--- src/design/i2cpg_pkg.sv ---
// ----------------------------------------------------------------------------
// i2cpg_pkg
// Shared types, constants and helpers for the im2col patch gather block.
// ----------------------------------------------------------------------------
package i2cpg_pkg;

  localparam int MAX_PLANES = 4;
  localparam int MAX_HEIGHT = 64;
  localparam int MAX_WIDTH  = 64;
  localparam int MAX_KERNEL = 16;
  localparam int MAX_OUT_W  = 64;
  localparam int DATA_WIDTH = 16;

  // Field widths of the item and result ports.
  localparam int PLANE_W = 2;
  localparam int ROW_W   = 6;
  localparam int COL_W   = 6;
  localparam int YOUT_W  = 7;
  localparam int KER_W   = 4;
  localparam int STEP_W  = 5;
  localparam int SIZE_W  = 7;
  localparam int XOUT_W  = 6;

  // Pixel store addressing: {plane, row, col}.
  localparam int STORE_DEPTH = MAX_PLANES * MAX_HEIGHT * MAX_WIDTH;
  localparam int ADDR_W      = $clog2(STORE_DEPTH);

  // Signed position arithmetic. Rows: y*stride_h + kh - pad_h.
  localparam int PROD_W = YOUT_W + STEP_W;
  localparam int POS_W  = PROD_W + 1;

  // Command queue between front and back.
  localparam int Q_DEPTH = 4;
  localparam int Q_PTR_W = $clog2(Q_DEPTH);
  localparam int Q_CNT_W = $clog2(Q_DEPTH + 1);

  typedef enum logic [2:0] {
    CFG_STRIDE_W  = 3'd0,
    CFG_STRIDE_H  = 3'd1,
    CFG_PAD_W     = 3'd2,
    CFG_PAD_H     = 3'd3,
    CFG_IN_WIDTH  = 3'd4,
    CFG_IN_HEIGHT = 3'd5,
    CFG_OUT_WIDTH = 3'd6
  } cfg_idx_e;

  typedef enum logic {
    KIND_LOAD = 1'b0,
    KIND_REQ  = 1'b1
  } kind_e;

  typedef struct packed {
    logic [STEP_W-1:0] stride_w;
    logic [STEP_W-1:0] stride_h;
    logic [STEP_W-1:0] pad_w;
    logic [STEP_W-1:0] pad_h;
    logic [SIZE_W-1:0] in_width;
    logic [SIZE_W-1:0] in_height;
    logic [SIZE_W-1:0] out_width;
  } cfg_t;

  // One queued command. For a load, row/col/data give the pixel to write.
  // For a request, row is the input row, row_ok says it lies inside the
  // image, and kw is the kernel column offset.
  typedef struct packed {
    kind_e                  kind;
    logic [PLANE_W-1:0]     plane;
    logic [ROW_W-1:0]       row;
    logic [COL_W-1:0]       col;
    logic signed [DATA_WIDTH-1:0] data;
    logic                   row_ok;
    logic [KER_W-1:0]       kw;
  } cmd_t;

  // Handshake between the queue and the back end.
  typedef struct packed {
    logic valid;
    cmd_t cmd;
  } q_head_t;

  // Limit a size register to a maximum.
  function automatic logic [SIZE_W-1:0] clamp_size(input logic [SIZE_W-1:0] v,
                                                   input int                lim);
    logic [SIZE_W-1:0] l;
    l = SIZE_W'(lim);
    return (v < l) ? v : l;
  endfunction

endpackage

--- src/design/i2cpg_front.sv ---
// ----------------------------------------------------------------------------
// i2cpg_front
// Holds the configuration registers, accepts items and turns them into
// queued load or row commands. Loads outside the image are dropped here.
// ----------------------------------------------------------------------------
module i2cpg_front
  import i2cpg_pkg::*;
(
  input  logic                         clk_i,
  input  logic                         rst_ni,
  input  logic                         cfg_we_i,
  input  logic [2:0]                   cfg_idx_i,
  input  logic [SIZE_W-1:0]            cfg_data_i,
  output cfg_t                         cfg_o,
  input  logic                         in_valid_i,
  output logic                         in_ready_o,
  input  logic                         kind_i,
  input  logic [PLANE_W-1:0]           plane_i,
  input  logic [ROW_W-1:0]             pixel_row_i,
  input  logic [COL_W-1:0]             pixel_col_i,
  input  logic signed [DATA_WIDTH-1:0] pixel_value_i,
  input  logic [YOUT_W-1:0]            out_row_i,
  input  logic [KER_W-1:0]             kernel_row_i,
  input  logic [KER_W-1:0]             kernel_col_i,
  input  logic                         q_full_i,
  output logic                         q_push_o,
  output cmd_t                         q_cmd_o
);

  cfg_t              cfg_q;
  logic [SIZE_W-1:0] h_eff;
  logic [SIZE_W-1:0] w_eff;
  logic [PROD_W-1:0] prod;
  logic signed [POS_W-1:0] iy;
  logic              plane_ok;
  logic              ker_ok;
  logic              load_ok;
  logic              row_ok;
  logic              is_req;

  always_ff @(posedge clk_i or negedge rst_ni) begin
    if (!rst_ni) begin
      cfg_q.stride_w  <= STEP_W'(1);
      cfg_q.stride_h  <= STEP_W'(1);
      cfg_q.pad_w     <= '0;
      cfg_q.pad_h     <= '0;
      cfg_q.in_width  <= SIZE_W'(64);
      cfg_q.in_height <= SIZE_W'(64);
      cfg_q.out_width <= SIZE_W'(64);
    end else if (cfg_we_i) begin
      case (cfg_idx_i)
        CFG_STRIDE_W:  cfg_q.stride_w  <= cfg_data_i[STEP_W-1:0];
        CFG_STRIDE_H:  cfg_q.stride_h  <= cfg_data_i[STEP_W-1:0];
        CFG_PAD_W:     cfg_q.pad_w     <= cfg_data_i[STEP_W-1:0];
        CFG_PAD_H:     cfg_q.pad_h     <= cfg_data_i[STEP_W-1:0];
        CFG_IN_WIDTH:  cfg_q.in_width  <= cfg_data_i;
        CFG_IN_HEIGHT: cfg_q.in_height <= cfg_data_i;
        CFG_OUT_WIDTH: cfg_q.out_width <= cfg_data_i;
        default: ;
      endcase
    end
  end

  assign cfg_o = cfg_q;

  assign h_eff = clamp_size(cfg_q.in_height, MAX_HEIGHT);
  assign w_eff = clamp_size(cfg_q.in_width, MAX_WIDTH);

  assign plane_ok = (int'(plane_i) < MAX_PLANES);
  assign ker_ok   = (int'(kernel_row_i) < MAX_KERNEL) && (int'(kernel_col_i) < MAX_KERNEL);

  // Input row of the request; it is fixed for the whole patch row.
  assign prod = PROD_W'(out_row_i) * PROD_W'(cfg_q.stride_h);
  assign iy   = $signed({1'b0, prod}) + $signed(POS_W'(kernel_row_i))
              - $signed(POS_W'(cfg_q.pad_h));
  assign row_ok = plane_ok && ker_ok && !iy[POS_W-1]
               && (iy[POS_W-2:0] < (POS_W-1)'(h_eff));

  assign load_ok = plane_ok && (SIZE_W'(pixel_row_i) < h_eff)
                && (SIZE_W'(pixel_col_i) < w_eff);

  assign is_req     = (kind_i == KIND_REQ);
  assign in_ready_o = !q_full_i;
  assign q_push_o   = in_valid_i && !q_full_i && (is_req || load_ok);

  always_comb begin
    q_cmd_o.kind   = is_req ? KIND_REQ : KIND_LOAD;
    q_cmd_o.plane  = plane_i;
    q_cmd_o.row    = is_req ? iy[ROW_W-1:0] : pixel_row_i;
    q_cmd_o.col    = pixel_col_i;
    q_cmd_o.data   = pixel_value_i;
    q_cmd_o.row_ok = row_ok;
    q_cmd_o.kw     = kernel_col_i;
  end

endmodule

--- config.mk ---
export PLATFORM = sky130hd
export DESIGN_NAME = i2cpg_front
export DESIGN_NICKNAME = d
export VERILOG_FILES = /design/src/design/i2cpg_pkg.sv /design/src/design/i2cpg_front.sv
export SDC_FILE = /design/constraint.sdc
export NUM_CORES = 1
export LEC_CHECK = 0
export ABC_AREA = 1
export BUFFER_PORTS_ARGS = -buffer_cell sky130_fd_sc_hd__buf_2
export CAP_MARGIN = 20
export CORE_MARGIN = 2
export CORE_UTILIZATION = 30
export DETAILED_ROUTE_END_ITERATION = 6
export PLACE_DENSITY = 0.5
export SYNTH_ARGS = -nofsm -noshare
export SYNTH_HDL_FRONTEND = slang
export SYNTH_SLANG_ARGS = --single-unit
--- constraint.sdc ---
create_clock -name clk_i -period 5.9 [get_ports clk_i]
set_input_delay 0 -clock clk_i [delete_from_list [all_inputs] [get_ports clk_i]]
set_output_delay 0 -clock clk_i [all_outputs]
set_load 0.02 [all_outputs]
==> qor.yml, run 1 <==
port-buffer-count: 95
syn-cell-area_um2: 4000
post_drt_via_cell_ratio: 4.36
final_nets: 736
mean_instance_size_in_the_synthesized_netlist_um2: 7.50
fillCellCount: 1445
drt-total-wl_um: 9390
slew-limit-headroom: 0.396
worstMarginPinSlew_ps: 907
num_antenna_cells: 0
detail-route-antenna-nets: 0
die_area_um2: 14300
antenna_violations_before_repair: 0
post-synth-top-area-fraction: 0.225
run_status: "finished, final reports clean"
post_synth_num_cell_types: 25
hold_viol_final: 0
setup_viol: 0
route.detailed.drc: 0
p_leak_nw: 2.72
yosysWarningCount: 0
final_period_util: 0.804
drt_pre_antenna_iters: 4
setup.worst_path.start_class: "flip-flop"
mostFrequentLayoutCell: "sky130_fd_sc_hd__nand2_1"
grt_pass1_vias: 3217
max_clock_freq_ghz: 0.211
multi_input_area_um2: 2360
yosys_register_bits: 41
hpwl_detailed_um: 7870
vertical_die_dimension_um: 119
dieWidth_um: 119
synth_top_cell_by_area: "sky130_fd_sc_hd__dfrtp_1"
setup_total_negative_slack_ps: 0
global_route.overflow_total: 0
cts_num_sinks: 41
ir_drop_uv: 177
mappedNetlistNets: 670
clk_pin_slew_worst_paths_ps: 60
final_util: 0.350
worst_hold_path_type: "in -> out"
max_ffs_per_register: 41
synthTopCellsByArea: "sky130_fd_sc_hd__dfrtp_1 23%, sky130_fd_sc_hd__ha_1 17%, sky130_fd_sc_hd__nand2_1 16%"
p_per_area_nw_per_um2: 553
floorplan.initialDensity: 0.304
clock-root-buffer: "sky130_fd_sc_hd__clkbuf_16"
unrepaired_setup_endpoints_after_global_routing: "no"
fin_skew_ps: 0
drive_gt1_frac: 0.198
synth.yosys.seq_area_share: 0.258
cts_resized: 0
core-area_um2: 13100
wl_per_cell_um: 12.1
postSynthCellCount: 533
commonest_cells_after_routing_fill_and_taps_aside: "170 x sky130_fd_sc_hd__nand2_1, 95 x sky130_fd_sc_hd__buf_2, 90 x sky130_fd_sc_hd__inv_1"
cp_data_arrival_time_ps: 4740
grt_max_degree: 42
post_cts.repair.setup_buffers: 0
via_count: 3383
max_cap_violations: 0
critical_path_class: "reg -> out"
clk-insertion-delay-late_ps: 280
bufs_on_longest_clock_path: 2
grt_first_pass_wirelength_um: 15300
cts_inserted_buffers: 5
cp_data_required_time_ps: 5900
regArea_um2: 1030
finalWorstPathRequiredPeriod_ps: 4740
area_growth_syn_to_layout_pct: 15.0
ioPinCount: 140
detailedRoute.firstIterationViolations: 121
crit_path_end_kind: "output pin"
timing_max_transition_violations_final: 0
path_max_fanout: 9
floorplan.rows: 42
grt_usage: 0.130
cts_max_level: 2
worst_setup_slack_for_register_to_register_paths_ps: 5080
cts_tree: "built"
place_congestion: 0.860
==> layout make-up <==
class / count / area share
flip-flops and latches: 41 / 0.225
multi-input cells: 361 / 0.514
repair buffers: 97 / 0.108
well taps: 176 / 0.0479
clock inverters: 2 / 0.00218
inverters: 93 / 0.0759
clock buffers: 6 / 0.0280
==> critical path, stage by stage, from the launching register on <==
cell and delay [ps]:
sky130_fd_sc_hd__dfstp_2 600, sky130_fd_sc_hd__nand2_1 60, sky130_fd_sc_hd__inv_1 60, sky130_fd_sc_hd__fa_1 410, sky130_fd_sc_hd__ha_1 280, sky130_fd_sc_hd__inv_1 50, sky130_fd_sc_hd__fa_1 530, sky130_fd_sc_hd__inv_1 50
sky130_fd_sc_hd__fa_1 520, sky130_fd_sc_hd__inv_1 70, sky130_fd_sc_hd__fa_1 450, sky130_fd_sc_hd__inv_1 130, sky130_fd_sc_hd__nand2_1 60, sky130_fd_sc_hd__nand2_1 70, sky130_fd_sc_hd__nand2_1 60, sky130_fd_sc_hd__xnor2_1 190
sky130_fd_sc_hd__ha_1 280, sky130_fd_sc_hd__a21o_1 180, sky130_fd_sc_hd__nand2_1 60, sky130_fd_sc_hd__nand3_1 70, sky130_fd_sc_hd__nor2_1 100, sky130_fd_sc_hd__buf_2 170
==> worst paths after layout <==
kind | start | end | depth (start not counted)
max in group asynchronous | rst_ni | cfg_o[33] | 2
worst min-delay path | pixel_value_i[2] | q_cmd_o[7] | 0
min in group asynchronous | rst_ni | cfg_o[28] | 2
worst max-delay path | cfg_o[31] | q_cmd_o[4] | 21
worst min register to register | cfg_o[4] | cfg_o[4] | 2
worst max register to register | cfg_o[13] | cfg_o[13] | 2
==> logic make-up after synthesis <==
family	after synthesis	share of synthesized area
buf+inv	131	0.151
fa+ha+maj	76	0.279
flops	41	0.258
xor+xnor	5	0.0110
compound gates	62	0.0792
simple gates	218	0.221
==> what timing repair did <==
| action | CTS | global route |
|---|---|---|
| hold endpoints to repair | 39 | 0 |
| hold buffers | 2 | 0 |
| endpoints found under the setup margin | 0 | 0 |
==> synthesized netlist by cell type <==
| cell type | count |
|---|---|
| sky130_fd_sc_hd__inv_1 | 90 |
| sky130_fd_sc_hd__ha_1 | 54 |
| sky130_fd_sc_hd__clkinv_1 | 1 |
| sky130_fd_sc_hd__a21oi_1 | 15 |
| sky130_fd_sc_hd__nand3_1 | 13 |
| sky130_fd_sc_hd__dfrtp_1 | 36 |
| sky130_fd_sc_hd__dfstp_2 | 5 |
| sky130_fd_sc_hd__nand4_1 | 4 |
| sky130_fd_sc_hd__nand3b_1 | 1 |
| sky130_fd_sc_hd__inv_2 | 2 |
| sky130_fd_sc_hd__nand2_1 | 170 |
| sky130_fd_sc_hd__buf_4 | 30 |
| sky130_fd_sc_hd__nand2_2 | 5 |
| sky130_fd_sc_hd__clkbuf_1 | 8 |
| sky130_fd_sc_hd__o21ai_0 | 45 |
| sky130_fd_sc_hd__fa_1 | 22 |
| sky130_fd_sc_hd__nand3_2 | 2 |
| sky130_fd_sc_hd__xor2_1 | 1 |
| sky130_fd_sc_hd__nor2_2 | 2 |
| sky130_fd_sc_hd__nor3_1 | 3 |
| sky130_fd_sc_hd__a21oi_2 | 1 |
| sky130_fd_sc_hd__a21o_1 | 1 |
| sky130_fd_sc_hd__or2_1 | 1 |
| sky130_fd_sc_hd__nor2_1 | 17 |
| sky130_fd_sc_hd__xnor2_1 | 4 |
==> per-layer routing <==
layer  vias to the layer above  GRT usage  routed length (um)
met5                         -          0                   0
met4                         0     0.0221                  64
met3                         6     0.0302                 602
met2                        88      0.221                4380
met1                      1543      0.172                4340
li1                       1746          -                   -
==> stage by stage <==
step / cell area [um2] / power, mW / std cells / hold WS (ps) / setup slack, ps
6_report: 4600 / 2.54 / 776 / 0.00776 / 1160
5_1_grt: 4600 / 2.87 / 776 / 0.0356 / 876
4_1_cts: 4600 / 2.60 / 776 / 0.137 / 1080
3_5_place_dp: 4440 / 2.32 / 766 / 0.137 / 1390
3_3_place_gp: 4440 / 2.29 / 766 / 0.137 / 1480
2_1_floorplan: 4000 / 1.89 / 533 / -296 / 1430
==> power by group <==
part | switching [mW] | leakage (nW) | total, mW | internal [mW]
combinational | 1.15 | 2.15 | 1.89 | 0.743
clock | 0.105 | 0.0706 | 0.260 | 0.155
sequential | 0.0530 | 0.505 | 0.392 | 0.339
Power figures use the tool's default switching activity.
==> run 2, diff against run 1 <==
Clock period 5.9 ns to 4.56 ns, I/O delays scaled along.
==> qor.yml, run 2 (synthesis gave the netlist of run 1 again) <==
worst_setup_slack_for_register_to_register_paths_ps: 3610  # was 5080 ps
crit_path_end_kind: "output pin"  # unchanged
critical_path_class: "reg -> out"  # unchanged
cp_data_arrival_time_ps: 4330  # was 4740 ps
slew-limit-headroom: 0.403  # was 0.396
hold-worst-slack_ps: 0.00776  # unchanged
regArea_um2: 1030  # unchanged
clock-root-buffer: "sky130_fd_sc_hd__clkbuf_16"  # unchanged
rr_worst_depth: 4  # was 2
drive_gt1_frac: 0.245  # was 0.198
finalWorstPathRequiredPeriod_ps: 4330
final_nets: 745  # was 736
wl_per_cell_um: 12.2  # was 12.1 um
cts_inserted_buffers: 5  # unchanged
fillCellCount: 1414  # was 1445
setup_total_negative_slack_ps: 0  # unchanged
ioPinCount: 140  # unchanged
worst_hold_path.num_cells: 0  # unchanged
grt_first_pass_wirelength_um: 15600  # was 15300 um
hpwl_detailed_um: 7940  # was 7870 um
timing.critical_path.cells: "buf_6 -> nand2_1 -> inv_2 -> fa_1 -> ha_4 -> fa_1 -> inv_1 -> fa_1 -> inv_2 -> ha_4 -> nand3_4 -> nand3_4 -> a21oi_2 -> xnor2_1 -> ha_1 -> inv_2 -> nor2_2 -> nand2_1 -> nand4_1 -> nor2_1 -> buf_4"  # was nand2_1 -> inv_1 -> fa_1 -> ha_1 -> inv_1 -> fa_1 -> inv_1 -> fa_1 -> inv_1 -> fa_1 -> inv_1 -> nand2_1 -> nand2_1 -> nand2_1 -> xnor2_1 -> ha_1 -> a21o_1 -> nand2_1 -> nand3_1 -> nor2_1 -> buf_2
timing_max_transition_violations_final: 0  # unchanged
global_route.overflow_total: 0  # unchanged
cts_num_sinks: 41  # unchanged
clk_pin_slew_worst_paths_ps: 60  # about the same
grt_max_degree: 42  # unchanged
multi_input_area_um2: 2470  # was 2360 um2
place_worst_setup_slack_ps: 181  # was 1390 ps
grt_pass1_vias: 3334  # was 3217
core-area_um2: 13100  # unchanged
max_ffs_per_register: 41  # unchanged
place_congestion: 0.855  # was 0.860
max_cap_violations: 0  # unchanged
detailedRoute.firstIterationViolations: 140  # was 121
max_stage_delay_ps: 550  # was 600 ps
critPathSlowestCell: "sky130_fd_sc_hd__dfstp_2"  # unchanged
final_period_util: 0.949
floorplan.rows: 42  # unchanged
drt_pre_antenna_iters: 4  # unchanged
worst_hold_path.endpoint: "q_cmd_o[7]"  # unchanged
worstMarginPinSlew_ps: 896  # was 907 ps
holdCritStartpoint: "pixel_value_i[2]"  # unchanged
dpl_cell_area_um2: 4480  # was 4440 um2
critical_path_buf_inv_count: 6  # unchanged
cts_max_level: 2  # unchanged
via_count: 3411  # was 3383
dieWidth_um: 119  # unchanged
ir_drop_uv: 299  # was 177 uV
drt-total-wl_um: 9590  # was 9390 um
setup.worst_path.start: "cfg_o[31]"  # unchanged
port-buffer-count: 95  # unchanged
rr_endpoint: "cfg_o[31]"  # was cfg_o[13]
hold_viol_final: 0  # unchanged
commonest_cells_after_routing_fill_and_taps_aside: "166 x sky130_fd_sc_hd__nand2_1, 94 x sky130_fd_sc_hd__buf_2, 84 x sky130_fd_sc_hd__inv_1"  # was 170 x sky130_fd_sc_hd__nand2_1, 95 x sky130_fd_sc_hd__buf_2, 90 x sky130_fd_sc_hd__inv_1
vertical_die_dimension_um: 119  # unchanged
path_max_fanout: 7  # was 9
final_util: 0.367  # was 0.350
critical_path.top_delay_family: "adder cells"  # unchanged
run_status: "finished, final reports clean"  # unchanged
worst_hold_path_type: "in -> out"  # unchanged
final.setup.worst_slack_ps: 232  # was 1160 ps
floorplan.initialDensity: 0.304  # unchanged
setup.worst_path.start_class: "flip-flop"  # unchanged
placed_cells_incl_taps: 771  # was 766
p_leak_nw: 2.78  # was 2.72 nW
cp_data_required_time_ps: 4560  # was 5900 ps
area_growth_syn_to_layout_pct: 20.5  # was 15.0%
max_clock_freq_ghz: 0.231
p_per_area_nw_per_um2: 776  # was 553 nW/um2
setup_viol: 0  # unchanged
post-layout-total-power_mw: 3.74  # was 2.54 mW
post_drt_via_cell_ratio: 4.35  # was 4.36
fin_skew_ps: 0  # unchanged
die_area_um2: 14300  # unchanged
detail-route-antenna-nets: 0  # unchanged
final_cell_count_no_fill: 785  # was 776
cts_tree: "built"  # unchanged
layout.cell_area.non_filler_um2: 4820  # was 4600 um2
grt_usage: 0.133  # was 0.130
critical_path.reg2reg.startpoint: "cfg_o[31]"  # was cfg_o[13]
route.detailed.drc: 0  # unchanged
antenna_violations_before_repair: 0  # unchanged
num_antenna_cells: 0  # unchanged
clk-insertion-delay-late_ps: 280  # about the same
mostFrequentLayoutCell: "sky130_fd_sc_hd__nand2_1"  # unchanged
bufs_on_longest_clock_path: 2  # unchanged
[run 2: cell types whose count changed in the layout (fill, tap and decap cells not counted), sizes merged]
cell,change
clkinv,-2
buf,+9
clkbuf,+1
bufinv,+1
[run 2: report_power, final]
group          switching (mW)  leakage [nW]  internal, mW
Sequential             0.0525         0.505         0.439
Clock                   0.133        0.0841         0.273
Combinational            1.65          2.19          1.19
[run 2: layer usage]
metal	track usage	vias up	routed length [um]
met1	0.176	1550	4480
met4	0.0309	0	126
met2	0.223	81	4440
met3	0.0292	9	544
li1	-	1771	-
met5	0	-	0
[run 2: worst max-delay path by stage]
stage	endpoint	cells past startpoint	slack [ps]
2_1_floorplan	q_cmd_o[4]	22	90
3_3_place_gp	q_cmd_o[4]	21	230
3_5_place_dp	q_cmd_o[4]	21	180
4_1_cts	q_cmd_o[4]	21	60
5_1_grt	q_cmd_o[4]	22	-30
6_report	q_cmd_o[4]	21	230
[run 2: cell type report]
class	instances	share of cell area
flip-flops and latches	41	0.214
inverters	93	0.0725
clock buffers	7	0.0296
clock inverters	1	0.00624
well taps	176	0.0457
repair buffers	106	0.119
multi-input cells	361	0.513
[run 2: repair_timing]
item	in CTS	in global routing
gates resized for setup	5	23
cloned	0	0
setup endpoints to repair	1	1
buffers inserted	0	4
pin swaps	1	17
hold buffers	2	0
hold endpoints to repair	38	0
