$ cat src/design/i2cpg_pkg.sv
// ----------------------------------------------------------------------------
// i2cpg_pkg
// Shared types, constants and helpers for the im2col patch gather block.
// ----------------------------------------------------------------------------
package i2cpg_pkg;

  localparam int MAX_PLANES = 4;
  localparam int MAX_HEIGHT = 64;
  localparam int MAX_WIDTH  = 64;
  localparam int MAX_KERNEL = 16;
  localparam int MAX_OUT_W  = 64;
  localparam int DATA_WIDTH = 16;

  // Field widths of the item and result ports.
  localparam int PLANE_W = 2;
  localparam int ROW_W   = 6;
  localparam int COL_W   = 6;
  localparam int YOUT_W  = 7;
  localparam int KER_W   = 4;
  localparam int STEP_W  = 5;
  localparam int SIZE_W  = 7;
  localparam int XOUT_W  = 6;

  // Pixel store addressing: {plane, row, col}.
  localparam int STORE_DEPTH = MAX_PLANES * MAX_HEIGHT * MAX_WIDTH;
  localparam int ADDR_W      = $clog2(STORE_DEPTH);

  // Signed position arithmetic. Rows: y*stride_h + kh - pad_h.
  localparam int PROD_W = YOUT_W + STEP_W;
  localparam int POS_W  = PROD_W + 1;

  // Command queue between front and back.
  localparam int Q_DEPTH = 4;
  localparam int Q_PTR_W = $clog2(Q_DEPTH);
  localparam int Q_CNT_W = $clog2(Q_DEPTH + 1);

  typedef enum logic [2:0] {
    CFG_STRIDE_W  = 3'd0,
    CFG_STRIDE_H  = 3'd1,
    CFG_PAD_W     = 3'd2,
    CFG_PAD_H     = 3'd3,
    CFG_IN_WIDTH  = 3'd4,
    CFG_IN_HEIGHT = 3'd5,
    CFG_OUT_WIDTH = 3'd6
  } cfg_idx_e;

  typedef enum logic {
    KIND_LOAD = 1'b0,
    KIND_REQ  = 1'b1
  } kind_e;

  typedef struct packed {
    logic [STEP_W-1:0] stride_w;
    logic [STEP_W-1:0] stride_h;
    logic [STEP_W-1:0] pad_w;
    logic [STEP_W-1:0] pad_h;
    logic [SIZE_W-1:0] in_width;
    logic [SIZE_W-1:0] in_height;
    logic [SIZE_W-1:0] out_width;
  } cfg_t;

  // One queued command. For a load, row/col/data give the pixel to write.
  // For a request, row is the input row, row_ok says it lies inside the
  // image, and kw is the kernel column offset.
  typedef struct packed {
    kind_e                  kind;
    logic [PLANE_W-1:0]     plane;
    logic [ROW_W-1:0]       row;
    logic [COL_W-1:0]       col;
    logic signed [DATA_WIDTH-1:0] data;
    logic                   row_ok;
    logic [KER_W-1:0]       kw;
  } cmd_t;

  // Handshake between the queue and the back end.
  typedef struct packed {
    logic valid;
    cmd_t cmd;
  } q_head_t;

  // Limit a size register to a maximum.
  function automatic logic [SIZE_W-1:0] clamp_size(input logic [SIZE_W-1:0] v,
                                                   input int                lim);
    logic [SIZE_W-1:0] l;
    l = SIZE_W'(lim);
    return (v < l) ? v : l;
  endfunction

endpackage

$ cat src/design/i2cpg_queue.sv
// ----------------------------------------------------------------------------
// i2cpg_queue
// Short first-in first-out queue of commands between the front and the back.
// ----------------------------------------------------------------------------
module i2cpg_queue
  import i2cpg_pkg::*;
(
  input  logic    clk_i,
  input  logic    rst_ni,
  input  logic    push_i,
  input  cmd_t    cmd_i,
  output logic    full_o,
  input  logic    pop_i,
  output q_head_t head_o
);

  cmd_t               slot_q [Q_DEPTH];
  logic [Q_PTR_W-1:0] wr_ptr_q;
  logic [Q_PTR_W-1:0] rd_ptr_q;
  logic [Q_CNT_W-1:0] cnt_q;
  logic               do_push;
  logic               do_pop;

  assign full_o  = (cnt_q == Q_CNT_W'(Q_DEPTH));
  assign do_push = push_i && !full_o;
  assign do_pop  = pop_i && (cnt_q != '0);

  assign head_o.valid = (cnt_q != '0);
  assign head_o.cmd   = slot_q[rd_ptr_q];

  always_ff @(posedge clk_i or negedge rst_ni) begin
    if (!rst_ni) begin
      wr_ptr_q <= '0;
      rd_ptr_q <= '0;
      cnt_q    <= '0;
    end else begin
      if (do_push) begin
        wr_ptr_q <= (wr_ptr_q == Q_PTR_W'(Q_DEPTH - 1)) ? '0 : wr_ptr_q + 1'b1;
      end
      if (do_pop) begin
        rd_ptr_q <= (rd_ptr_q == Q_PTR_W'(Q_DEPTH - 1)) ? '0 : rd_ptr_q + 1'b1;
      end
      if (do_push && !do_pop) begin
        cnt_q <= cnt_q + 1'b1;
      end else if (do_pop && !do_push) begin
        cnt_q <= cnt_q - 1'b1;
      end
    end
  end

  always_ff @(posedge clk_i) begin
    if (do_push) begin
      slot_q[wr_ptr_q] <= cmd_i;
    end
  end

endmodule

$ cat config.mk
export PLATFORM = sky130hd
export DESIGN_NAME = i2cpg_queue
export DESIGN_NICKNAME = d
export VERILOG_FILES = /design/src/design/i2cpg_pkg.sv /design/src/design/i2cpg_queue.sv
export SDC_FILE = /design/constraint.sdc
export NUM_CORES = 1
export LEC_CHECK = 0
export ABC_AREA = 1
export ABC_CLOCK_PERIOD_IN_PS = 3600
export BUFFER_PORTS_ARGS = -buffer_cell sky130_fd_sc_hd__buf_2
export CAP_MARGIN = 20
export CELL_PAD_IN_SITES_DETAIL_PLACEMENT = 0
export CELL_PAD_IN_SITES_GLOBAL_PLACEMENT = 1
export CORE_MARGIN = 2
export CORE_UTILIZATION = 47
export CTS_CLUSTER_DIAMETER = 150
export DETAILED_ROUTE_END_ITERATION = 10
export PLACE_DENSITY_LB_ADDON = 0.1
export SLEW_MARGIN = 10
export SYNTH_ARGS = -nofsm -noshare
export SYNTH_HDL_FRONTEND = slang
export SYNTH_SLANG_ARGS = --single-unit
$ cat constraint.sdc
create_clock -name clk_i -period 3.6 [get_ports clk_i]
set_input_delay 0.18 -clock clk_i [delete_from_list [all_inputs] [get_ports clk_i]]
set_output_delay 0.18 -clock clk_i [all_outputs]
set_load 0.02 [all_outputs]
==> results of run 1 <==
## per-stage QoR
stage / power [uW] / hold slack [ns] / area (sq um) / instances / util
floorplan: 4070 / -0.116 / 6200 / 479 / -
global placement: 4600 / 0.0257 / 6690 / 711 / 0.524
detailed placement: 4650 / 0.0274 / 6690 / 711 / 0.524
CTS: 6250 / 0.000699 / 7560 / 777 / 0.592
global route: 6570 / 0.0129 / 7580 / 779 / 0.593
finish: 6170 / 0.0116 / 7580 / 779 / 0.593
## timing repair
| item | in CTS | in global routing |
|---|---|---|
| setup endpoints to repair | 0 | 0 |
| endpoints found under the hold margin | 139 | 6 |
| buffers inserted | 0 | 0 |
| hold buffers | 34 | 2 |
## placed cells by master (no fill, tap or decap), types with 2 or more instances in the layout
cell type / instances
buf_2: 77
buf_4: 5
clkbuf_1: 3
clkbuf_16: 17
clkinv_1: 3
clkinv_2: 6
clkinvlp_4: 2
dfrtp_1: 5
dlygate4sd3_1: 36
edfxtp_1: 144
ha_1: 6
inv_1: 86
nand2_1: 123
nand3_1: 7
nor2_1: 2
nor2_4: 4
o211ai_1: 72
## power groups by stage
stage	clock [uW]	sequential (uW)	combinational (uW)
after floorplan	0	2440	1630
after global routing	1670	2530	2370
after global placement	0	2510	2090
after CTS	1600	2490	2160
final	1570	2490	2110
after detailed placement	0	2520	2130
## per-layer routing
| layer | track usage | routed length [microns] | vias to the layer above | share of wire |
|---|---|---|---|---|
| met1 | 0.223 | 5210 | 1776 | 0.46 |
| met4 | 0.0662 | 151 | 0 | 0.013 |
| met2 | 0.278 | 5590 | 87 | 0.49 |
| li1 | - | - | 1877 | - |
| met5 | 0 | 0 | - | 0 |
| met3 | 0.0474 | 473 | 10 | 0.041 |
## worst max-delay path by stage
stage | startpoint | endpoint | depth (start not counted)
final | cnt_q[0] | slot_q[3][29] | 5
after global routing | cnt_q[0] | slot_q[3][29] | 5
after CTS | cnt_q[0] | slot_q[3][29] | 5
after detailed placement | cnt_q[0] | slot_q[3][18] | 5
after global placement | cnt_q[0] | slot_q[3][32] | 5
after floorplan | cnt_q[0] | slot_q[0][0] | 4
## cells by family (layout without fill, tap and decap cells)
family / count (synthesis) / count (layout) / synth area share
xor gates and xnor gates: 1 / 1 / 0.00141
buffers and inverters: 110 / 238 / 0.0846
and+or+nand+nor: 137 / 137 / 0.0848
DFF: 151 / 151 / 0.726
AOI/OAI and AO/OA: 73 / 73 / 0.0880
adders and majority gates: 7 / 7 / 0.0153
## critical path: cells and delay by family (launching register included)
family | cells | cell delay [ns]
buf+inv | 2 | 0.42
flops | 1 | 0.41
simple gates | 3 | 1.18
## sequential cells by signal, summed over array words and instances (netlist names)
signal    flops
cnt_q         3
rd_ptr_q      2
slot_q      144
wr_ptr_q      2
## area by class of cell
cell class / count / area (sq um)
tap: 172 / 215
inverter: 87 / 327
clock buffer: 20 / 437
clock inverter: 12 / 86.3
timing repair buffer: 119 / 803
multi-input combinational: 218 / 1200
fill: 1027 / 5200
sequential: 151 / 4500
==> impl_metrics.toml, run 1 <==
[run_status]
status = "complete, no violations"

[setup_path]
r2r_start = "cnt_q[0]"
cp.required_ns = 3.71
crit_chain = "inv_1 -> nand3_1 -> nand2_1 -> nor2_4 -> buf_4"
path_max_fanout = 26
r2r_slack_ns = 1.28
r2r_end = "slot_q[3][29]"
crit_path_max_incr_delay_ns = 0.74
startpoint_type = "flip-flop"
critPathArrivalTime_ns = 2.43
criticalPathCategory = "reg -> reg"
cpMaxStageDelayCell = "nor2_4"
cp-end-kind = "flip-flop"
reg2reg_depth = 5

[run]
maxCapViolCount = 0

[logic_synthesis]
synth_top_cell_area_share = 0.698
syn-cell-area_sq_um = 6200
ys.flop_type = "edfxtp_1"
synth_largest_area_cell = "edfxtp_1"
avgSynthCellArea_sq_um = 12.9
synth_commonest_cells = "edfxtp_1 (144), nand2_1 (123), inv_1 (86)"
synthTopCellsByArea = "edfxtp_1 (70%), o211ai_1 (8.7%), nand2_1 (7.4%)"
synth_warnings = 0
synth_seq_cells = 151
synth_cell_types = 16
async_flop_share = 0.0464
syn_nets = 526
synth.most_common_cell = "edfxtp_1"
ys_seq_area_frac = 0.726
syn-instance-count = 479
synth_edf_count = 144

[detailed_routing]
vias_per_cell = 4.81
dr.first_iter.drc_count = 229
drcViolationCount = 0
num_vias = 3750
wire_per_inst_microns = 14.7
routed_wl_microns = 11400
drtPass1Iterations = 4
final_antenna_net_count = 0

[clock_network]
clk_path_buf_depth = 2
cts_tree = "yes"
clkLatencyLatePin_ns = 0.42
cts_resized = 0
clock-sinks = 151
cts_buffers = 17
clock-root-buffer = "clkbuf_16"
htree_levels = 4
cts.reportedPaths.clkPinSlew_ns = 0.06

[floorplan]
die_y_microns = 119
ios = 78
coreArea_sq_um = 12800
dieWidth_microns = 119
start_util = 0.485
rows = 41
die_area_sq_um = 14100

[sta]
final_max_slew_viol_count = 0
fin_ws_ns = 1.28
final.period_utilization = 0.644
slew-limit-headroom = 0.436
tns_ns = 0
rsz0062_at_grt = "false"
min_period_ns = 2.32
finalHoldViolCount = 0
skew_ns = 0.00842
tightest_slew_ns = 0.844
fmax_mhz = 431
setup_viol = 0

[pwr]
swShare = 0.364
power_frac_clock = 0.255
pwr-share-comb = 0.342
vdd_ir_drop_max_uv = 550
p_sw_uw = 2240
seqPwrFrac = 0.403
p_leak_uw = 0.00307
cell_internal_pwr_uw = 3930
pwr_density_cell_nw_per_um2 = 814

[place]
io_buffers = 77
place_congestion = 0.775
hpwlAfterDp_microns = 6800
pre_cts_ws_ns = 1.23

[global_routing]
grt_overflow = 0
grt_start_max_net_pins = 100
track_usage = 0.173
grt_pass1_vias = 3647
grt_pass1_wl_microns = 18400
antenna_found_initial = 0

[layout]
drive_above_1_share = 0.191
layout.nets = 641
area_delta_synth_final_pct = 22.2
n_antenna_cell = 0

[worst_hold_path]
hold_path_class = "in -> reg"
hold_start = "cmd_i[31]"
hold_end = "slot_q[2][31]"
whs_path_depth = 1
Power figures use the tool's default switching activity.
==> inputs of run 2 (changes only) <==
Settings changed: ABC_CLOCK_PERIOD_IN_PS 3600 to 2230.
Clock period 3.6 ns to 2.23 ns, I/O delays scaled along.
==> impl_metrics.toml, run 2 (synthesis gave the netlist of run 1 again) <==
[sta]
tns_ns = 0
final.period_utilization = 0.914
fin_ws_ns = 0.191
finalHoldViolCount = 0
final_max_slew_viol_count = 0
tightest_slew_ns = 0.514
setup_viol = 0
skew_ns = 0.00680
min_period_ns = 2.04
slew-limit-headroom = 0.658
fmax_mhz = 491
rsz0062_at_grt = "false"

[clock_network]
cts_setup_buffers = 0
cts.reportedPaths.clkPinSlew_ns = 0.06
clk_path_buf_depth = 2
ctsHoldBuffers = 39
cts_tree = "yes"
clock-sinks = 151
cts_resized = 0
clkLatencyLatePin_ns = 0.41
clock-root-buffer = "clkbuf_16"
htree_levels = 4
cts_buffers = 17

[setup_path]
cp_top_family = "flip-flops"
path_buf_inv = 2
crit_path_max_incr_delay_ns = 0.74
r2r_slack_ns = 0.45
cpMaxStageDelayCell = "dfrtp_4"
r2r_start = "cnt_q[1]"
cpMostUsedCell = "nand2_1"
path_max_fanout = 58
critPathArrivalTime_ns = 1.93
criticalPathCategory = "reg -> out"
startpoint_type = "flip-flop"
cp-end-kind = "output pin"
cp.required_ns = 2.12
reg2reg_depth = 10
r2r_end = "cnt_q[2]"
crit_chain = "buf_12 -> nand2_1 -> o211ai_1 -> nand2_1 -> buf_2"

[floorplan]
rows = 41
dieWidth_microns = 119
ios = 78
die_area_sq_um = 14100
die_y_microns = 119
coreArea_sq_um = 12800
start_util = 0.485

[layout]
final_core_util = 0.606
top_regs = "slot_q (144), cnt_q (3)"
n_antenna_cell = 0
area_delta_synth_final_pct = 24.8
fillers = 1022
fin_cells = 791
layout.nets = 653
final_cell_mix = "edfxtp_1 (144), nand2_1 (123), inv_1 (86), buf_2 (77), o211ai_1 (72)"
final_common_cell = "edfxtp_1"
largest_register_ffs = 144
top_register = "slot_q"
drive_above_1_share = 0.204

[detailed_routing]
routed_wl_microns = 11300
drtPass1Iterations = 5
wire_per_inst_microns = 14.3
num_vias = 3752
drcViolationCount = 0
dr.first_iter.drc_count = 248
final_antenna_net_count = 0
vias_per_cell = 4.74

[worst_hold_path]
hold_path_class = "in -> async"

[global_routing]
grt_overflow = 0
grt_pass1_vias = 3696
track_usage = 0.172
antenna_found_initial = 0
grt_pass1_wl_microns = 18200
grt_start_max_net_pins = 59

[place]
hpwlAfterDp_microns = 6590
place_congestion = 0.724
io_buffers = 77
dp.cells = 720
pre_cts_ws_ns = 0.477

[pwr]
swShare = 0.356
pwr-share-comb = 0.348
power_frac_clock = 0.259
p_leak_uw = 0.00316
vdd_ir_drop_max_uv = 934
pwr_density_cell_nw_per_um2 = 1320
p_sw_uw = 3630
cell_internal_pwr_uw = 6570
seqPwrFrac = 0.393

[run_status]
status = "complete, no violations"

[run]
maxCapViolCount = 0
[run 2: changes by cell type in the layout (fill, tap and decap cells not counted)]
cell           delta
buf_12            +3
buf_4             +6
bufinv_16         +1
clkinv_1          -1
clkinv_2          +1
clkinvlp_4        -1
dlygate4sd3_1     +3
[run 2: layout make-up]
| cell class | instances | area (sq um) | area share |
|---|---|---|---|
| Timing Repair Buffer | 131 | 938 | 0.121 |
| Multi-Input combinational cell | 218 | 1200 | 0.156 |
| Sequential cell | 151 | 4500 | 0.582 |
| Tap cell | 172 | 215 | 0.0278 |
| Clock inverter | 12 | 110 | 0.0142 |
| Inverter | 87 | 327 | 0.0422 |
| Clock buffer | 20 | 437 | 0.0564 |
[run 2: worst max-delay path by stage]
stage           startpoint           end  slack (ns)  depth (start not counted)
2_1_floorplan     cnt_q[0]  slot_q[0][0]       -0.45                          4
3_3_place_gp      cnt_q[1]      cnt_q[2]        0.52                         10
3_5_place_dp      cnt_q[0]      cnt_q[1]        0.48                          9
4_1_cts        rd_ptr_q[0]    head_o[20]        0.15                          5
5_1_grt        rd_ptr_q[0]    head_o[23]       0.005                          5
6_report       rd_ptr_q[0]    head_o[23]        0.19                          5
[run 2: routing by layer]
| metal | GRT usage | wire, microns | vias to the layer above |
|---|---|---|---|
| li1 | - | - | 1905 |
| met1 | 0.219 | 5050 | 1756 |
| met2 | 0.279 | 5630 | 76 |
| met3 | 0.0460 | 468 | 15 |
| met4 | 0.0729 | 170 | 0 |
| met5 | 0 | 0 | - |
[run 2: power by group through the flow]
stage          Sequential, uW  Combinational [uW]  Clock (uW)
4_1_cts                  4010                3630        2700
3_3_place_gp             4050                3540           0
5_1_grt                  4070                3950        2810
3_5_place_dp             4070                3570           0
2_1_floorplan            3940                2630           0
6_report                 4010                3550        2640
[run 2: metrics by stage]
step	hold WS, ns	total power (uW)	area [sq um]
6_report	0.0607	10200	7740
5_1_grt	0.0560	10800	7740
4_1_cts	0.0424	10300	7740
3_5_place_dp	-0.0413	7640	6800
3_3_place_gp	-0.0425	7600	6800
2_1_floorplan	-0.184	6570	6200
==> inputs of run 3 (changes only) <==
Settings changed: CTS_CLUSTER_DIAMETER 150 to 40, SETUP_SLACK_MARGIN from default to 0.2.
==> impl_metrics.toml, run 3 (synthesis gave the netlist of run 1 again) <==
[run]
maxCapViolCount = 0

[setup_path]
reg2reg_depth = 10
r2r_slack_ns = 0.44
cp-end-kind = "output pin"
crit_path_end = "head_o[26]"
crit_chain = "inv_2 -> buf_12 -> o211ai_1 -> nand2_1 -> buf_2"
crit_path_start = "rd_ptr_q[1]"
cp.required_ns = 2.12
startpoint_type = "flip-flop"
cpMaxStageDelayCell = "dfrtp_2"
r2r_end = "cnt_q[2]"
path_max_fanout = 20
criticalPathCategory = "reg -> out"
critPathArrivalTime_ns = 1.75
crit_path_max_incr_delay_ns = 0.40
r2r_start = "cnt_q[0]"

[sta]
finalHoldViolCount = 0
final.period_utilization = 0.836
slew-limit-headroom = 0.671
tightest_slew_ns = 0.494
final_max_slew_viol_count = 0
min_period_ns = 1.86
tns_ns = 0
setup_viol = 0
rsz0062_at_grt = "false"
skew_ns = 0.00478
fmax_mhz = 537

[clock_network]
clock-sinks = 151
clkLatencyLatePin_ns = 0.42
htree_levels = 4
clk_path_buf_depth = 2
clock-root-buffer = "clkbuf_16"
cts_tree = "yes"
cts.reportedPaths.clkPinSlew_ns = 0.06
cts_buffers = 17

[detailed_routing]
drcViolationCount = 0
dr.max_layer_used = "met4"
route.met3.wl_microns = 460
final_antenna_net_count = 0
drtPass1Iterations = 4
routed_wl_microns = 11700
wl_met2_microns = 6000
vias_per_cell = 4.80
dr.first_iter.drc_count = 221
wire_per_inst_microns = 14.8
routedLengthMet1_microns = 5040
num_vias = 3800

[global_routing]
grt_overflow = 0
grt_start_max_net_pins = 62
antenna_found_initial = 0
grt_pass1_wl_microns = 18400
grt_pass1_vias = 3700
track_usage = 0.173

[place]
placed_cell_area_sq_um = 6800
hpwlAfterDp_microns = 6690
io_buffers = 77
place_congestion = 0.711

[layout]
drive_above_1_share = 0.208
final_cell_area_sq_um = 7880
largest_register_ffs = 144
top_register = "slot_q"
final_common_cell = "edfxtp_1"
layout.nets = 654
final_cell_mix = "edfxtp_1 (144), nand2_1 (123), inv_1 (86), buf_2 (77), o211ai_1 (72)"
top_regs = "slot_q (144), cnt_q (3)"
area_delta_synth_final_pct = 27.1
n_antenna_cell = 0

[floorplan]
die_area_sq_um = 14100
coreArea_sq_um = 12800
rows = 41
dieWidth_microns = 119
ios = 78
die_y_microns = 119
start_util = 0.485

[run_status]
status = "complete, no violations"

[pwr]
pwr_density_cell_nw_per_um2 = 1370
vdd_ir_drop_max_uv = 1010
p_leak_uw = 0.00321

[worst_hold_path]
hold_path_class = "in -> async"
run 3: changes by cell type in the layout (fill, tap and decap cells not counted), sizes merged:
cell,previous run,this run
clkinvlp,1,3
clkbuf,20,19
bufinv,2,6
clkinv,9,4
inv,87,88
run 3: worst min path at each step:
stage           start     endpoint  slack, ns  cells past startpoint
3_3_place_gp   rst_ni  rd_ptr_q[0]      -0.04                      1
6_report       rst_ni  rd_ptr_q[0]       0.06                      2
4_1_cts        rst_ni  rd_ptr_q[0]       0.06                      2
5_1_grt        rst_ni     cnt_q[2]       0.06                      2
2_1_floorplan  rst_ni     cnt_q[0]      -0.18                      0
3_5_place_dp   rst_ni  rd_ptr_q[0]      -0.04                      1
run 3: worst max-delay path: cells and delay by family, from the launching register on:
| family | cells | cell delay [ns] |
|---|---|---|
| compound gates | 1 | 0.10 |
| flops | 1 | 0.40 |
| simple gates | 1 | 0.12 |
| buf+inv | 3 | 0.71 |
run 3: metal layers:
| layer | up-vias | track usage |
|---|---|---|
| met5 | - | 0 |
| met3 | 19 | 0.0484 |
| met4 | 0 | 0.0722 |
| met1 | 1797 | 0.206 |
| met2 | 76 | 0.297 |
| li1 | 1908 | - |
run 3: power breakdown:
part / switching [uW] / total, uW / internal, uW
clock network: 1060 / 3150 / 2090
logic: 2470 / 3730 / 1260
registers: 202 / 3940 / 3740
run 3: repair_timing:
| item | in CTS | in global routing |
|---|---|---|
| hold buffers | 39 | 0 |
| endpoints found under the hold margin | 155 | 0 |
| endpoints found under the setup margin | 18 | 5 |
| gates resized for setup | 0 | 0 |
| gates cloned | 0 | 0 |
| setup buffers | 1 | 1 |
run 3: layout make-up:
cell class,instances,area [sq um]
clock buffers,18,429
flip-flops and latches,151,4500
fillers,967,4890
inverters,87,327
clock inverters,14,229
well taps,172,215
multi-input cells,218,1200
repair buffers,132,972
run 3: through the flow:
step                total power [uW]  worst slack [ns]  cells   util  hold WS, ns
floorplan                       6570             0.104    479      -       -0.184
global route                   11500             0.250    792  0.617       0.0583
detailed placement              7660             0.439    719  0.533      -0.0398
CTS                            10900             0.278    791  0.616       0.0553
finish                         10800             0.367    792  0.617       0.0623
global placement                7590             0.519    719  0.533      -0.0408
